[src/hw/rtl/mahp_pkg.sv]
// ----------------------------------------------------------------------------
// mahp_pkg
// Types, codes and rate tables shared by the frame header parser modules.
// ----------------------------------------------------------------------------
`default_nettype none

package mahp_pkg;

  // sync pattern
  localparam logic [7:0] SYNC_FIRST      = 8'hFF;
  localparam logic [7:0] SYNC_SECOND_MIN = 8'hE0;

  // version codes
  localparam logic [1:0] VER_25       = 2'd0;
  localparam logic [1:0] VER_RESERVED = 2'd1;
  localparam logic [1:0] VER_2        = 2'd2;
  localparam logic [1:0] VER_1        = 2'd3;

  // layer codes
  localparam logic [1:0] LAYER_RESERVED = 2'd0;
  localparam logic [1:0] LAYER_3        = 2'd1;
  localparam logic [1:0] LAYER_2        = 2'd2;
  localparam logic [1:0] LAYER_1        = 2'd3;

  // channel mode for a stream with no header
  localparam logic [2:0] CH_MODE_UNKNOWN = 3'd4;

  // sync hunter phase
  typedef enum logic [1:0] {
    PH_SEARCH,
    PH_WANT_THIRD,
    PH_WANT_FOURTH,
    PH_DONE
  } phase_t;

  // raw header record passed from front to back
  typedef struct packed {
    logic       found;
    logic [4:0] second_bits;
    logic [7:0] third_byte;
    logic [1:0] mode_bits;
  } hdr_rec_t;

  // bitrate tables in kbps
  localparam logic [8:0] RATE_V1_L3 [16] = '{
    9'd0, 9'd32, 9'd40, 9'd48, 9'd56, 9'd64, 9'd80, 9'd96,
    9'd112, 9'd128, 9'd160, 9'd192, 9'd224, 9'd256, 9'd320, 9'd0};
  localparam logic [8:0] RATE_V1_L2 [16] = '{
    9'd0, 9'd32, 9'd48, 9'd56, 9'd64, 9'd80, 9'd96, 9'd112,
    9'd128, 9'd160, 9'd192, 9'd224, 9'd256, 9'd320, 9'd384, 9'd0};
  localparam logic [8:0] RATE_V1_L1 [16] = '{
    9'd0, 9'd32, 9'd64, 9'd96, 9'd128, 9'd160, 9'd192, 9'd224,
    9'd256, 9'd288, 9'd320, 9'd352, 9'd384, 9'd416, 9'd448, 9'd0};
  localparam logic [8:0] RATE_V2_L1 [16] = '{
    9'd0, 9'd32, 9'd48, 9'd56, 9'd64, 9'd80, 9'd96, 9'd112,
    9'd128, 9'd144, 9'd160, 9'd176, 9'd192, 9'd224, 9'd256, 9'd0};
  localparam logic [8:0] RATE_V2_L23 [16] = '{
    9'd0, 9'd8, 9'd16, 9'd24, 9'd32, 9'd40, 9'd48, 9'd56,
    9'd64, 9'd80, 9'd96, 9'd112, 9'd128, 9'd144, 9'd160, 9'd0};

  // sample rate tables in Hz
  localparam logic [15:0] SRATE_V1 [4]  = '{16'd44100, 16'd48000, 16'd32000, 16'd0};
  localparam logic [15:0] SRATE_V2 [4]  = '{16'd22050, 16'd24000, 16'd16000, 16'd0};
  localparam logic [15:0] SRATE_V25 [4] = '{16'd11025, 16'd12000, 16'd8000, 16'd0};

  // bitrate from version, layer and index; 0 for reserved codes
  function automatic logic [8:0] bitrate_lookup(input logic [1:0] ver,
                                                input logic [1:0] lay,
                                                input logic [3:0] idx);
    logic [8:0] br;
    br = 9'd0;
    unique case (ver)
      VER_1: begin
        unique case (lay)
          LAYER_3:        br = RATE_V1_L3[idx];
          LAYER_2:        br = RATE_V1_L2[idx];
          LAYER_1:        br = RATE_V1_L1[idx];
          default:        br = 9'd0;
        endcase
      end
      VER_2, VER_25: begin
        unique case (lay)
          LAYER_1:          br = RATE_V2_L1[idx];
          LAYER_2, LAYER_3: br = RATE_V2_L23[idx];
          default:          br = 9'd0;
        endcase
      end
      default: br = 9'd0;
    endcase
    return br;
  endfunction

  // sample rate from version and index; 0 for reserved codes
  function automatic logic [15:0] srate_lookup(input logic [1:0] ver,
                                               input logic [1:0] idx);
    logic [15:0] sr;
    sr = 16'd0;
    unique case (ver)
      VER_1:   sr = SRATE_V1[idx];
      VER_2:   sr = SRATE_V2[idx];
      VER_25:  sr = SRATE_V25[idx];
      default: sr = 16'd0;
    endcase
    return sr;
  endfunction

endpackage

`default_nettype wire

[src/hw/rtl/mahp_if.sv]
// ----------------------------------------------------------------------------
// mahp_if
// Valid/ready channels of the frame header parser: byte stream in, result out.
// ----------------------------------------------------------------------------
`default_nettype none

interface mahp_byte_if;
  logic       valid;
  logic       ready;
  logic [7:0] in_byte;
  logic       end_of_stream;

  modport source (output valid, output in_byte, output end_of_stream, input ready);
  modport sink   (input valid, input in_byte, input end_of_stream, output ready);
endinterface

interface mahp_result_if;
  logic        valid;
  logic        ready;
  logic        found;
  logic [1:0]  version_code;
  logic [1:0]  layer_code;
  logic        crc_bit;
  logic [8:0]  bitrate_kbps;
  logic [15:0] sample_rate_hz;
  logic [2:0]  channel_mode;

  modport source (output valid, output found, output version_code, output layer_code,
                  output crc_bit, output bitrate_kbps, output sample_rate_hz,
                  output channel_mode, input ready);
  modport sink   (input valid, input found, input version_code, input layer_code,
                  input crc_bit, input bitrate_kbps, input sample_rate_hz,
                  input channel_mode, output ready);
endinterface

`default_nettype wire

[src/hw/rtl/mahp_queue.sv]
// ----------------------------------------------------------------------------
// mahp_queue
// Short register queue of raw header records between front and back.
// ----------------------------------------------------------------------------
`default_nettype none

module mahp_queue
  import mahp_pkg::*;
#(
  parameter int Depth = 2
) (
  input  wire logic     clk,
  input  wire logic     rst,
  input  wire logic     push,
  input  wire hdr_rec_t push_rec,
  output logic          full,
  input  wire logic     pop,
  output logic          head_valid,
  output hdr_rec_t      head_rec
);

  localparam int PtrW = (Depth > 1) ? $clog2(Depth) : 1;
  localparam int CntW = $clog2(Depth + 1);

  hdr_rec_t            slots [Depth];
  logic [PtrW-1:0]     wr_ptr;
  logic [PtrW-1:0]     rd_ptr;
  logic [CntW-1:0]     count;

  assign full       = (count == CntW'(Depth));
  assign head_valid = (count != '0);
  assign head_rec   = slots[rd_ptr];

  // storage
  always_ff @(posedge clk) begin
    if (push) begin
      slots[wr_ptr] <= push_rec;
    end
  end

  // pointers and fill count
  always_ff @(posedge clk) begin
    if (rst) begin
      wr_ptr <= '0;
      rd_ptr <= '0;
      count  <= '0;
    end else begin
      if (push) begin
        wr_ptr <= (wr_ptr == PtrW'(Depth - 1)) ? '0 : wr_ptr + 1'b1;
      end
      if (pop) begin
        rd_ptr <= (rd_ptr == PtrW'(Depth - 1)) ? '0 : rd_ptr + 1'b1;
      end
      if (push && !pop) begin
        count <= count + 1'b1;
      end else if (pop && !push) begin
        count <= count - 1'b1;
      end
    end
  end

endmodule

`default_nettype wire

[src/hw/rtl/mahp_sync_front.sv]
// ----------------------------------------------------------------------------
// mahp_sync_front
// Hunts for frame sync, gathers the header bytes and queues a raw record.
// ----------------------------------------------------------------------------
`default_nettype none

module mahp_sync_front
  import mahp_pkg::*;
(
  input  wire logic   clk,
  input  wire logic   rst,
  mahp_byte_if.sink   stream,
  input  wire logic   queue_full,
  output logic        push,
  output hdr_rec_t    push_rec
);

  phase_t     phase, phase_next;
  logic       prev_was_ff, prev_was_ff_next;
  logic [4:0] saved_second, saved_second_next;
  logic [7:0] saved_third, saved_third_next;
  logic       accept;
  logic       emit_hdr;
  logic       emit_none;

  assign stream.ready = !queue_full;
  assign accept       = stream.valid && stream.ready;

  // state registers
  always_ff @(posedge clk) begin
    if (rst) begin
      phase       <= PH_SEARCH;
      prev_was_ff <= 1'b0;
    end else if (accept) begin
      phase       <= phase_next;
      prev_was_ff <= prev_was_ff_next;
    end
  end

  always_ff @(posedge clk) begin
    if (accept) begin
      saved_second <= saved_second_next;
      saved_third  <= saved_third_next;
    end
  end

  // next state and record
  always_comb begin
    phase_next        = phase;
    prev_was_ff_next  = prev_was_ff;
    saved_second_next = saved_second;
    saved_third_next  = saved_third;
    emit_hdr          = 1'b0;
    emit_none         = 1'b0;
    unique case (phase)
      PH_SEARCH: begin
        if (prev_was_ff && stream.in_byte >= SYNC_SECOND_MIN) begin
          saved_second_next = stream.in_byte[4:0];
          prev_was_ff_next  = 1'b0;
          phase_next        = PH_WANT_THIRD;
        end else begin
          prev_was_ff_next = (stream.in_byte == SYNC_FIRST);
        end
      end
      PH_WANT_THIRD: begin
        saved_third_next = stream.in_byte;
        phase_next       = PH_WANT_FOURTH;
      end
      PH_WANT_FOURTH: begin
        emit_hdr   = 1'b1;
        phase_next = PH_DONE;
      end
      PH_DONE: begin
        phase_next = PH_DONE;
      end
      default: begin
        phase_next = PH_SEARCH;
      end
    endcase
    // last word: report a miss unless a header went out, then start over
    if (stream.end_of_stream) begin
      emit_none        = !emit_hdr && (phase_next != PH_DONE);
      phase_next       = PH_SEARCH;
      prev_was_ff_next = 1'b0;
    end
  end

  assign push                 = accept && (emit_hdr || emit_none);
  assign push_rec.found       = emit_hdr;
  assign push_rec.second_bits = saved_second;
  assign push_rec.third_byte  = saved_third;
  assign push_rec.mode_bits   = stream.in_byte[7:6];

endmodule

`default_nettype wire

[src/hw/rtl/mahp_decode_back.sv]
// ----------------------------------------------------------------------------
// mahp_decode_back
// Decodes a raw header record through the rate tables into the output register.
// ----------------------------------------------------------------------------
`default_nettype none

module mahp_decode_back
  import mahp_pkg::*;
(
  input  wire logic     clk,
  input  wire logic     rst,
  input  wire logic     head_valid,
  input  wire hdr_rec_t head_rec,
  output logic          pop,
  mahp_result_if.source result
);

  logic [1:0] ver;
  logic [1:0] lay;

  assign ver = head_rec.second_bits[4:3];
  assign lay = head_rec.second_bits[2:1];
  assign pop = head_valid && (!result.valid || result.ready);

  // output valid
  always_ff @(posedge clk) begin
    if (rst) begin
      result.valid <= 1'b0;
    end else if (pop) begin
      result.valid <= 1'b1;
    end else if (result.ready) begin
      result.valid <= 1'b0;
    end
  end

  // output word
  always_ff @(posedge clk) begin
    if (pop) begin
      if (head_rec.found) begin
        result.found          <= 1'b1;
        result.version_code   <= ver;
        result.layer_code     <= lay;
        result.crc_bit        <= head_rec.second_bits[0];
        result.bitrate_kbps   <= bitrate_lookup(ver, lay, head_rec.third_byte[7:4]);
        result.sample_rate_hz <= srate_lookup(ver, head_rec.third_byte[3:2]);
        result.channel_mode   <= {1'b0, head_rec.mode_bits};
      end else begin
        result.found          <= 1'b0;
        result.version_code   <= VER_RESERVED;
        result.layer_code     <= LAYER_RESERVED;
        result.crc_bit        <= 1'b1;
        result.bitrate_kbps   <= '0;
        result.sample_rate_hz <= '0;
        result.channel_mode   <= CH_MODE_UNKNOWN;
      end
    end
  end

endmodule

`default_nettype wire

[src/hw/rtl/mpeg_audio_frame_header_parser_core.sv]
// ----------------------------------------------------------------------------
// mpeg_audio_frame_header_parser_core
// Finds the first audio frame header in a byte stream and decodes it.
//
//   channel   dir   payload                                        words
//   stream    in    in_byte, end_of_stream                         one byte
//   result    out   found, version_code, layer_code, crc_bit,      one per
//                   bitrate_kbps, sample_rate_hz, channel_mode     stream
//
// One byte is taken every cycle unless the record queue is full; a result
// is queued by the sync front, then table decoded into the output register.
// Reset clears the sync phase, the queue and the output valid.
// The front stalls only when the record queue is full; the queue fills only
// while the result sink holds ready low.
// ----------------------------------------------------------------------------
`default_nettype none

module mpeg_audio_frame_header_parser_core
  import mahp_pkg::*;
#(
  parameter int QueueDepth = 2
) (
  input  wire logic     clk,
  input  wire logic     rst,
  mahp_byte_if.sink     stream,
  mahp_result_if.source result
);

  logic     queue_full;
  logic     push;
  hdr_rec_t push_rec;
  logic     pop;
  logic     head_valid;
  hdr_rec_t head_rec;

  // sync hunt and header capture
  mahp_sync_front u_front (
    .clk        (clk),
    .rst        (rst),
    .stream     (stream),
    .queue_full (queue_full),
    .push       (push),
    .push_rec   (push_rec)
  );

  // record queue
  mahp_queue #(
    .Depth (QueueDepth)
  ) u_queue (
    .clk        (clk),
    .rst        (rst),
    .push       (push),
    .push_rec   (push_rec),
    .full       (queue_full),
    .pop        (pop),
    .head_valid (head_valid),
    .head_rec   (head_rec)
  );

  // table decode and output register
  mahp_decode_back u_back (
    .clk        (clk),
    .rst        (rst),
    .head_valid (head_valid),
    .head_rec   (head_rec),
    .pop        (pop),
    .result     (result)
  );

endmodule

`default_nettype wire

[src/flat_wrapper.sv]
// flat-port wrapper written by rule: the top's interface ports become plain ports
module mpeg_audio_frame_header_parser_core_flat import mahp_pkg::*;
#(
  parameter int QueueDepth = 2
)
  (clk, rst, stream_valid, stream_in_byte, stream_end_of_stream, stream_ready, result_valid, result_found, result_version_code, result_layer_code, result_crc_bit, result_bitrate_kbps, result_sample_rate_hz, result_channel_mode, result_ready);
  mahp_byte_if stream_i ();
  mahp_result_if result_i ();
  input  wire logic clk;
  input  wire logic rst;
  input wire logic [$bits(stream_i.valid)-1:0] stream_valid;
  input wire logic [$bits(stream_i.in_byte)-1:0] stream_in_byte;
  input wire logic [$bits(stream_i.end_of_stream)-1:0] stream_end_of_stream;
  output wire logic [$bits(stream_i.ready)-1:0] stream_ready;
  output wire logic [$bits(result_i.valid)-1:0] result_valid;
  output wire logic [$bits(result_i.found)-1:0] result_found;
  output wire logic [$bits(result_i.version_code)-1:0] result_version_code;
  output wire logic [$bits(result_i.layer_code)-1:0] result_layer_code;
  output wire logic [$bits(result_i.crc_bit)-1:0] result_crc_bit;
  output wire logic [$bits(result_i.bitrate_kbps)-1:0] result_bitrate_kbps;
  output wire logic [$bits(result_i.sample_rate_hz)-1:0] result_sample_rate_hz;
  output wire logic [$bits(result_i.channel_mode)-1:0] result_channel_mode;
  input wire logic [$bits(result_i.ready)-1:0] result_ready;
  assign stream_i.valid = stream_valid;
  assign stream_i.in_byte = stream_in_byte;
  assign stream_i.end_of_stream = stream_end_of_stream;
  assign stream_ready = stream_i.ready;
  assign result_valid = result_i.valid;
  assign result_found = result_i.found;
  assign result_version_code = result_i.version_code;
  assign result_layer_code = result_i.layer_code;
  assign result_crc_bit = result_i.crc_bit;
  assign result_bitrate_kbps = result_i.bitrate_kbps;
  assign result_sample_rate_hz = result_i.sample_rate_hz;
  assign result_channel_mode = result_i.channel_mode;
  assign result_i.ready = result_ready;
  mpeg_audio_frame_header_parser_core #(.QueueDepth(QueueDepth)) u_core (.clk(clk), .rst(rst), .stream(stream_i), .result(result_i));
endmodule
[config.mk]
export PLATFORM = sky130hd
export DESIGN_NAME = mpeg_audio_frame_header_parser_core_flat
export DESIGN_NICKNAME = d
export VERILOG_FILES = /design/src/hw/rtl/mahp_pkg.sv /design/src/hw/rtl/mahp_if.sv /design/src/hw/rtl/mahp_queue.sv /design/src/hw/rtl/mahp_sync_front.sv /design/src/hw/rtl/mahp_decode_back.sv /design/src/hw/rtl/mpeg_audio_frame_header_parser_core.sv /design/src/flat_wrapper.sv
export SDC_FILE = /design/constraint.sdc
export NUM_CORES = 1
export LEC_CHECK = 0
export BUFFER_PORTS_ARGS = -buffer_cell sky130_fd_sc_hd__buf_2
export CAP_MARGIN = 20
export CORE_ASPECT_RATIO = 1.2
export CORE_MARGIN = 10
export CORE_UTILIZATION = 54
export CTS_BUF_LIST = sky130_fd_sc_hd__clkbuf_4 sky130_fd_sc_hd__clkbuf_8
export CTS_CLUSTER_SIZE = 10
export DETAILED_ROUTE_END_ITERATION = 8
export HOLD_SLACK_MARGIN = 0.12
export PLACE_DENSITY = 0.78
export SKIP_CTS_REPAIR_TIMING = 1
export SYNTH_ARGS = -nofsm -noshare
export SYNTH_HDL_FRONTEND = slang
export SYNTH_SLANG_ARGS = --single-unit
[constraint.sdc]
create_clock -name clk -period 2.35 [get_ports clk]
set_clock_uncertainty 0.05 [all_clocks]
set_input_delay 0.47 -clock clk [delete_from_list [all_inputs] [get_ports clk]]
set_output_delay 0.47 -clock clk [all_outputs]
set_load 0.05 [all_outputs]
Word level (Yosys, flattened, before mapping)
Memories as Yosys holds them, arrays and structs flattened. A register that Yosys moved wholly into a read port is not among the register bits. Cells that the tools add are included. W data, S select, Z words.

Memories: 6. Bits in read-only memories: 720. Register bits: 55. Output and inout bits: 36. Bits in writable memories: 32. Input port bits: 13.

Order comparisons: 3. Eq/ne operators: 11. Bitwise operators: 2. $add $sub $neg: 4. Reductions and logical operators: 26. Mux-type cells: 43.

Memories: (name not given) (depth 16, bits a word 9, rd ports 1, clocked after Yosys merged registers in 0, wr ports 0, RTL line mahp_pkg.sv:84) `LAYER_2, LAYER_3: br = RATE_V2_L23[idx];`; (name not given) (depth 16, bits a word 9, rd ports 1, clocked after Yosys merged registers in 0, wr ports 0, RTL line mahp_pkg.sv:83) `LAYER_1: br = RATE_V2_L1[idx];`; (name not given) (depth 16, bits a word 9, rd ports 1, clocked after Yosys merged registers in 0, wr ports 0, RTL line mahp_pkg.sv:77) `LAYER_1: br = RATE_V1_L1[idx];`; (name not given) (depth 16, bits a word 9, rd ports 1, clocked after Yosys merged registers in 0, wr ports 0, RTL line mahp_pkg.sv:76) `LAYER_2: br = RATE_V1_L2[idx];`; (name not given) (depth 16, bits a word 9, rd ports 1, clocked after Yosys merged registers in 0, wr ports 0, RTL line mahp_pkg.sv:75) `LAYER_3: br = RATE_V1_L3[idx];`; u_core.u_queue.slots (depth 2, bits a word 16, rd ports 1, clocked after Yosys merged registers in 1, wr ports 1, RTL line mahp_queue.sv:25) `hdr_rec_t slots [Depth];`.

Operator list (count): $bmux W16 S2 (3); $mux W16 (6); $mux W9 (10); $pmux W16 S3 (1); $pmux W9 S2 (2); $pmux W9 S3 (1); $eq A2 B2 Y1 const B (7); $mux W1 (14); $eq A8 B8 Y1 const B (1); $ge A8 B8 Y1 const B (1); $mux W2 (4); $reduce_bool A2 Y1 (4); $logic_and A1 B1 Y1 (7); $pmux W2 S3 (1); $reduce_or A2 Y1 (3); $ge A5 B5 Y1 const B (1); $logic_not A1 Y1 (5); $not A4 Y5 (1); $eq A2 B1 Y1 const B (2); $logic_not A2 Y1 (2); $reduce_and A2 Y1 (2); $ge A3 B3 Y1 const B (1); $mux W3 (1); $not A2 Y3 (1); 6 further kinds (8).

Logic depth before layout (Yosys ltp)
Depth after elaboration: 13. Depth in mapped cells: 12. Gate-level depth less buffers: 8.

Modules after synthesis
Synthesis repeated with hierarchy kept, for this count alone.

Cells, all modules: 311. Area total of the unflattened synthesis: 3923.8 um^2.

By module, submodules not included: mahp_decode_back (cells an instance 197, area each 1911.8 um^2, instances 1); mahp_queue (cells an instance 72, area each 1363.8 um^2, instances 1); mahp_sync_front (cells an instance 42, area each 648.1 um^2, instances 1).

Least setup slack after synthesis
OpenSTA, ideal clock, no wires.

Path type: register to register. Start point: register with a tool-made name. End point: register u_core.u_back.result.bitrate_kbps[3], data pin. Buffers on the path: 5. Data arrival time: 2.108 ns. Library setup time: 0.255 ns. Required time: 2.045 ns. Cell stages (with the launch flop): 12. Setup slack: -0.063 ns. Path through: dfxtp_1 buf_6 buf_12 buf_4 buf_4 mux2i_1 inv_1 ha_1 clkbuf_1 a22oi_1 o211ai_1 and3_1.

RTL lines: end signal, assigned (RTL line mahp_decode_back.sv:44) `result.bitrate_kbps <= bitrate_lookup(ver, lay, head_rec.third_byte[7:4]);`; end, declared (RTL line mahp_if.sv:29) `output crc_bit, output bitrate_kbps, output sample_rate_hz,`.

==> run metrics <==
largest net degree at the start of global routing 28; sw frac 0.427; Clock power frac 0.188; largest cells by area after synthesis edfxtp_1 52%, ha_1 5.1%, dfxtp_1 4.6%; Post-Synth Adder-Cell Area 0.0512; vias in the first global route between 2000 and 3000; number of routed nets with antenna violations 0; final setup fails 0; CTS buffer count 9; post-route setup slack 0.158 ns; fraction of registers with async set or reset after synthesis 0; Hold/Removal Path Class input port to register; DR vias/cell 5.47; initial antenna violation count 0; Max Clock Freq between 400 and 500 MHz; most common flop cell mapped by yosys edfxtp_1; Cell variety after synth 61; register area share after synthesis 0.569; CTS Root Cell clkbuf_8; drt total wl about 7400 um; power per cell area about 1300 nW/um2; H-tree levels 3; yosys warns 0; max-cap violations 0; starting density of the core 0.563; fin area 4520 um2; I/O Buffers 44; Worst Setup EP u_core.u_back.result.bitrate_kbps[5]$_SDFFCE_PN0P_; global-route wire length before repair between 10000 and 15000 um; Setup CP Type register to register; post-route clock period utilization 0.933; Static Leak between 1.5 and 2 nW; Core Box Area between 6000 and 7000 um2; worst skew pair latency between 0.3 and 0.4 ns; share of post-route cells with drive strength above 1 0.272; pre-CTS WS around 0.022 ns; CP arrival approximately 2.2 ns; Hold Vio Cnt, Final 0; R2R setup slack roughly 0.16 ns; max-slew violations 0; Post-synth top cells 68 x edfxtp_1, 38 x nor2_1, 19 x nand2_1; XOR/XNOR Fraction of Synth Area 0.0112; Reg power frac 0.340; Area Growth Syn to Fin 15.7%; r2r worst-path depth 9; synthesis-stage register bit count 77; Synth Area in Compound Gates 0.109; CTS tree yes; hpwl dp roughly 5600 um; syn_area_per_cell around 12 um2; CP required approximately 2.4 ns; top cell type's share of synthesized area 0.522; final setup TNS 0 ns; internal power 3.37 mW; status complete, no violations; clock sink count a little under 80; top cell type by total area after synthesis edfxtp_1; Vias 2603; Clock Path Buffers 2; DRC viols 0; Peak VDD IR 744 uV; post-layout net count between 400 and 500; most frequent cell after synthesis edfxtp_1; CP startpoint kind register; CP Capture Type register; CP Max Fanout 7; Worst R2R End u_core.u_back.result.bitrate_kbps[5]$_SDFFCE_PN0P_; dpl cell area around 4300 um2; die area 11100 um2; Post-synth EDFFs a little under 70; routed length per instance between 15 and 20 um; crit path time final roughly 2.2 ns; num ports 49; Antenna Cells 0; Syn Std Cell Area between 3000 and 4000 um2; DRT iter0 DRCs roughly 130; drt first pass iters 4; Syn Inst Count approximately 320; Reg clk slew, reported paths 0.09 ns; GRT Overall Usage 0.135; total power around 5.9 mW; Comb power frac 0.472; area share of and/or/nand/nor cells after synthesis 0.120; mux cell area share after synthesis 0.0861; main combinational cell family by area after synthesis simple AND/OR/NAND/NOR gates; RSZ-0062 raised after global routing false; GR Overflow Total 0; Die Span X just under 100 um; Switch Pwr around 2.5 mW; GP Congestion around 0.96; chip height between 100 and 150 um; Rows 33
==> cells by family after synthesis <==
logic type / after synthesis
muxes: 28
buffers and inverters: 36
and+or+nand+nor: 98
adders and majority gates: 16
AOI/OAI and AO/OA: 62
other: 1
xor gates and xnor gates: 5
DFF: 77
==> per-layer routing <==
layer  part of all wire  routed length, um  vias to the layer above  track usage
met2               0.48               3570                       94        0.215
met5                  0                  0                        -            0
met1               0.43               3200                     1194        0.159
met4              0.022                165                        0       0.0767
li1                   -                  -                     1301            -
met3              0.068                503                       14       0.0390
==> flip-flops by register name, summed over array words and instances, names as in the netlist, 2 cells and up, named ones only <==
name	cells
u_core.u_back.result.version_code	2
u_core.u_front.phase	2
u_core.u_back.result.channel_mode	3
u_core.u_front.saved_second	5
u_core.u_front.saved_third	6
u_core.u_back.result.bitrate_kbps	6
u_core.u_back.result.layer_code	2
u_core.u_queue.slots	28
u_core.u_back.result.sample_rate_hz	14
u_core.u_queue.count	2
==> power by group through the flow <==
stage	Combinational [mW]	Sequential [mW]	Clock [mW]
global placement	2.72	2.02	0
CTS	2.78	2.00	1.12
floorplan	1.48	2.72	0
detailed placement	2.77	2.03	0
finish	2.78	2.00	1.11
global route	2.99	2.03	1.19
==> through the flow <==
| stage | cells | hold slack [ns] | util |
|---|---|---|---|
| CTS | 476 | 0.245 | 0.651 |
| detailed placement | 460 | 0.379 | 0.620 |
| global placement | 459 | 0.375 | 0.619 |
| finish | 476 | 0.261 | 0.652 |
| floorplan | 326 | 0.371 | - |
| global route | 476 | 0.237 | 0.652 |
==> how the worst min path moves through the flow <==
stage	cells after the start	end	start
2_1_floorplan	0	u_core.u_queue.slots[0][10]$_DFFE_PP_	u_core.u_front.saved_second[0]$_DFFE_PP_
3_3_place_gp	0	u_core.u_queue.slots[1][8]$_DFFE_PP_	u_core.u_front.saved_third[6]$_DFFE_PP_
3_5_place_dp	0	u_core.u_queue.slots[0][12]$_DFFE_PP_	u_core.u_front.saved_second[2]$_DFFE_PP_
4_1_cts	1	u_core.u_front.saved_second[0]$_DFFE_PP_	stream_in_byte[0]
5_1_grt	1	u_core.u_front.saved_second[0]$_DFFE_PP_	stream_in_byte[0]
6_report	1	u_core.u_front.saved_second[0]$_DFFE_PP_	stream_in_byte[0]
==> layout make-up <==
cell class | count | area (um2)
Multi-Input combinational cell | 213 | 1510
Timing Repair Buffer | 66 | 398
Sequential cell | 77 | 2220
Clock inverter | 7 | 96.3
Tap cell | 87 | 109
Clock buffer | 9 | 124
Fill cell | 526 | 2410
Inverter | 17 | 63.8
==> cells in the final DEF (no fill, tap or decap), types with 2 or more instances in the layout <==
cell        n
edfxtp_1   68
buf_2      44
nor2_1     38
buf_4      21
nand2_1    19
o21ai_0    18
inv_1      16
ha_1       16
mux2i_1    13
a21oi_1    10
clkbuf_8    9
nand3_1     8
dfxtp_1     8
mux2i_2     6
nor3_1      6
a211oi_1    5
mux2_2      4
conb_1      4
nor2b_1     3
and2_1      3
mux2i_4     3
a22oi_1     3
xor2_1      3
a31oi_1     3
nand2b_1    2
and3_1      2
nand3b_1    2
o21a_1      2
o22a_1      2
nand2_2     2
nor3b_1     2
and3b_1     2
o211ai_1    2
o2111ai_1   2
nand4_1     2
xnor2_1     2
nand4b_1    2
bufinv_16   2
inv_6       2
clkinv_2    2
==> worst max-delay path: stages, from the launching register on <==
cell,delay [ns]
dfxtp_2,0.40
buf_4,0.15
mux2i_4,0.30
ha_1,0.21
buf_4,0.13
nor2_1,0.05
a211oi_1,0.22
o31ai_1,0.14
nand4_1,0.15
nand4_1,0.12
Note: power is estimated with default switching activity, not from simulation.
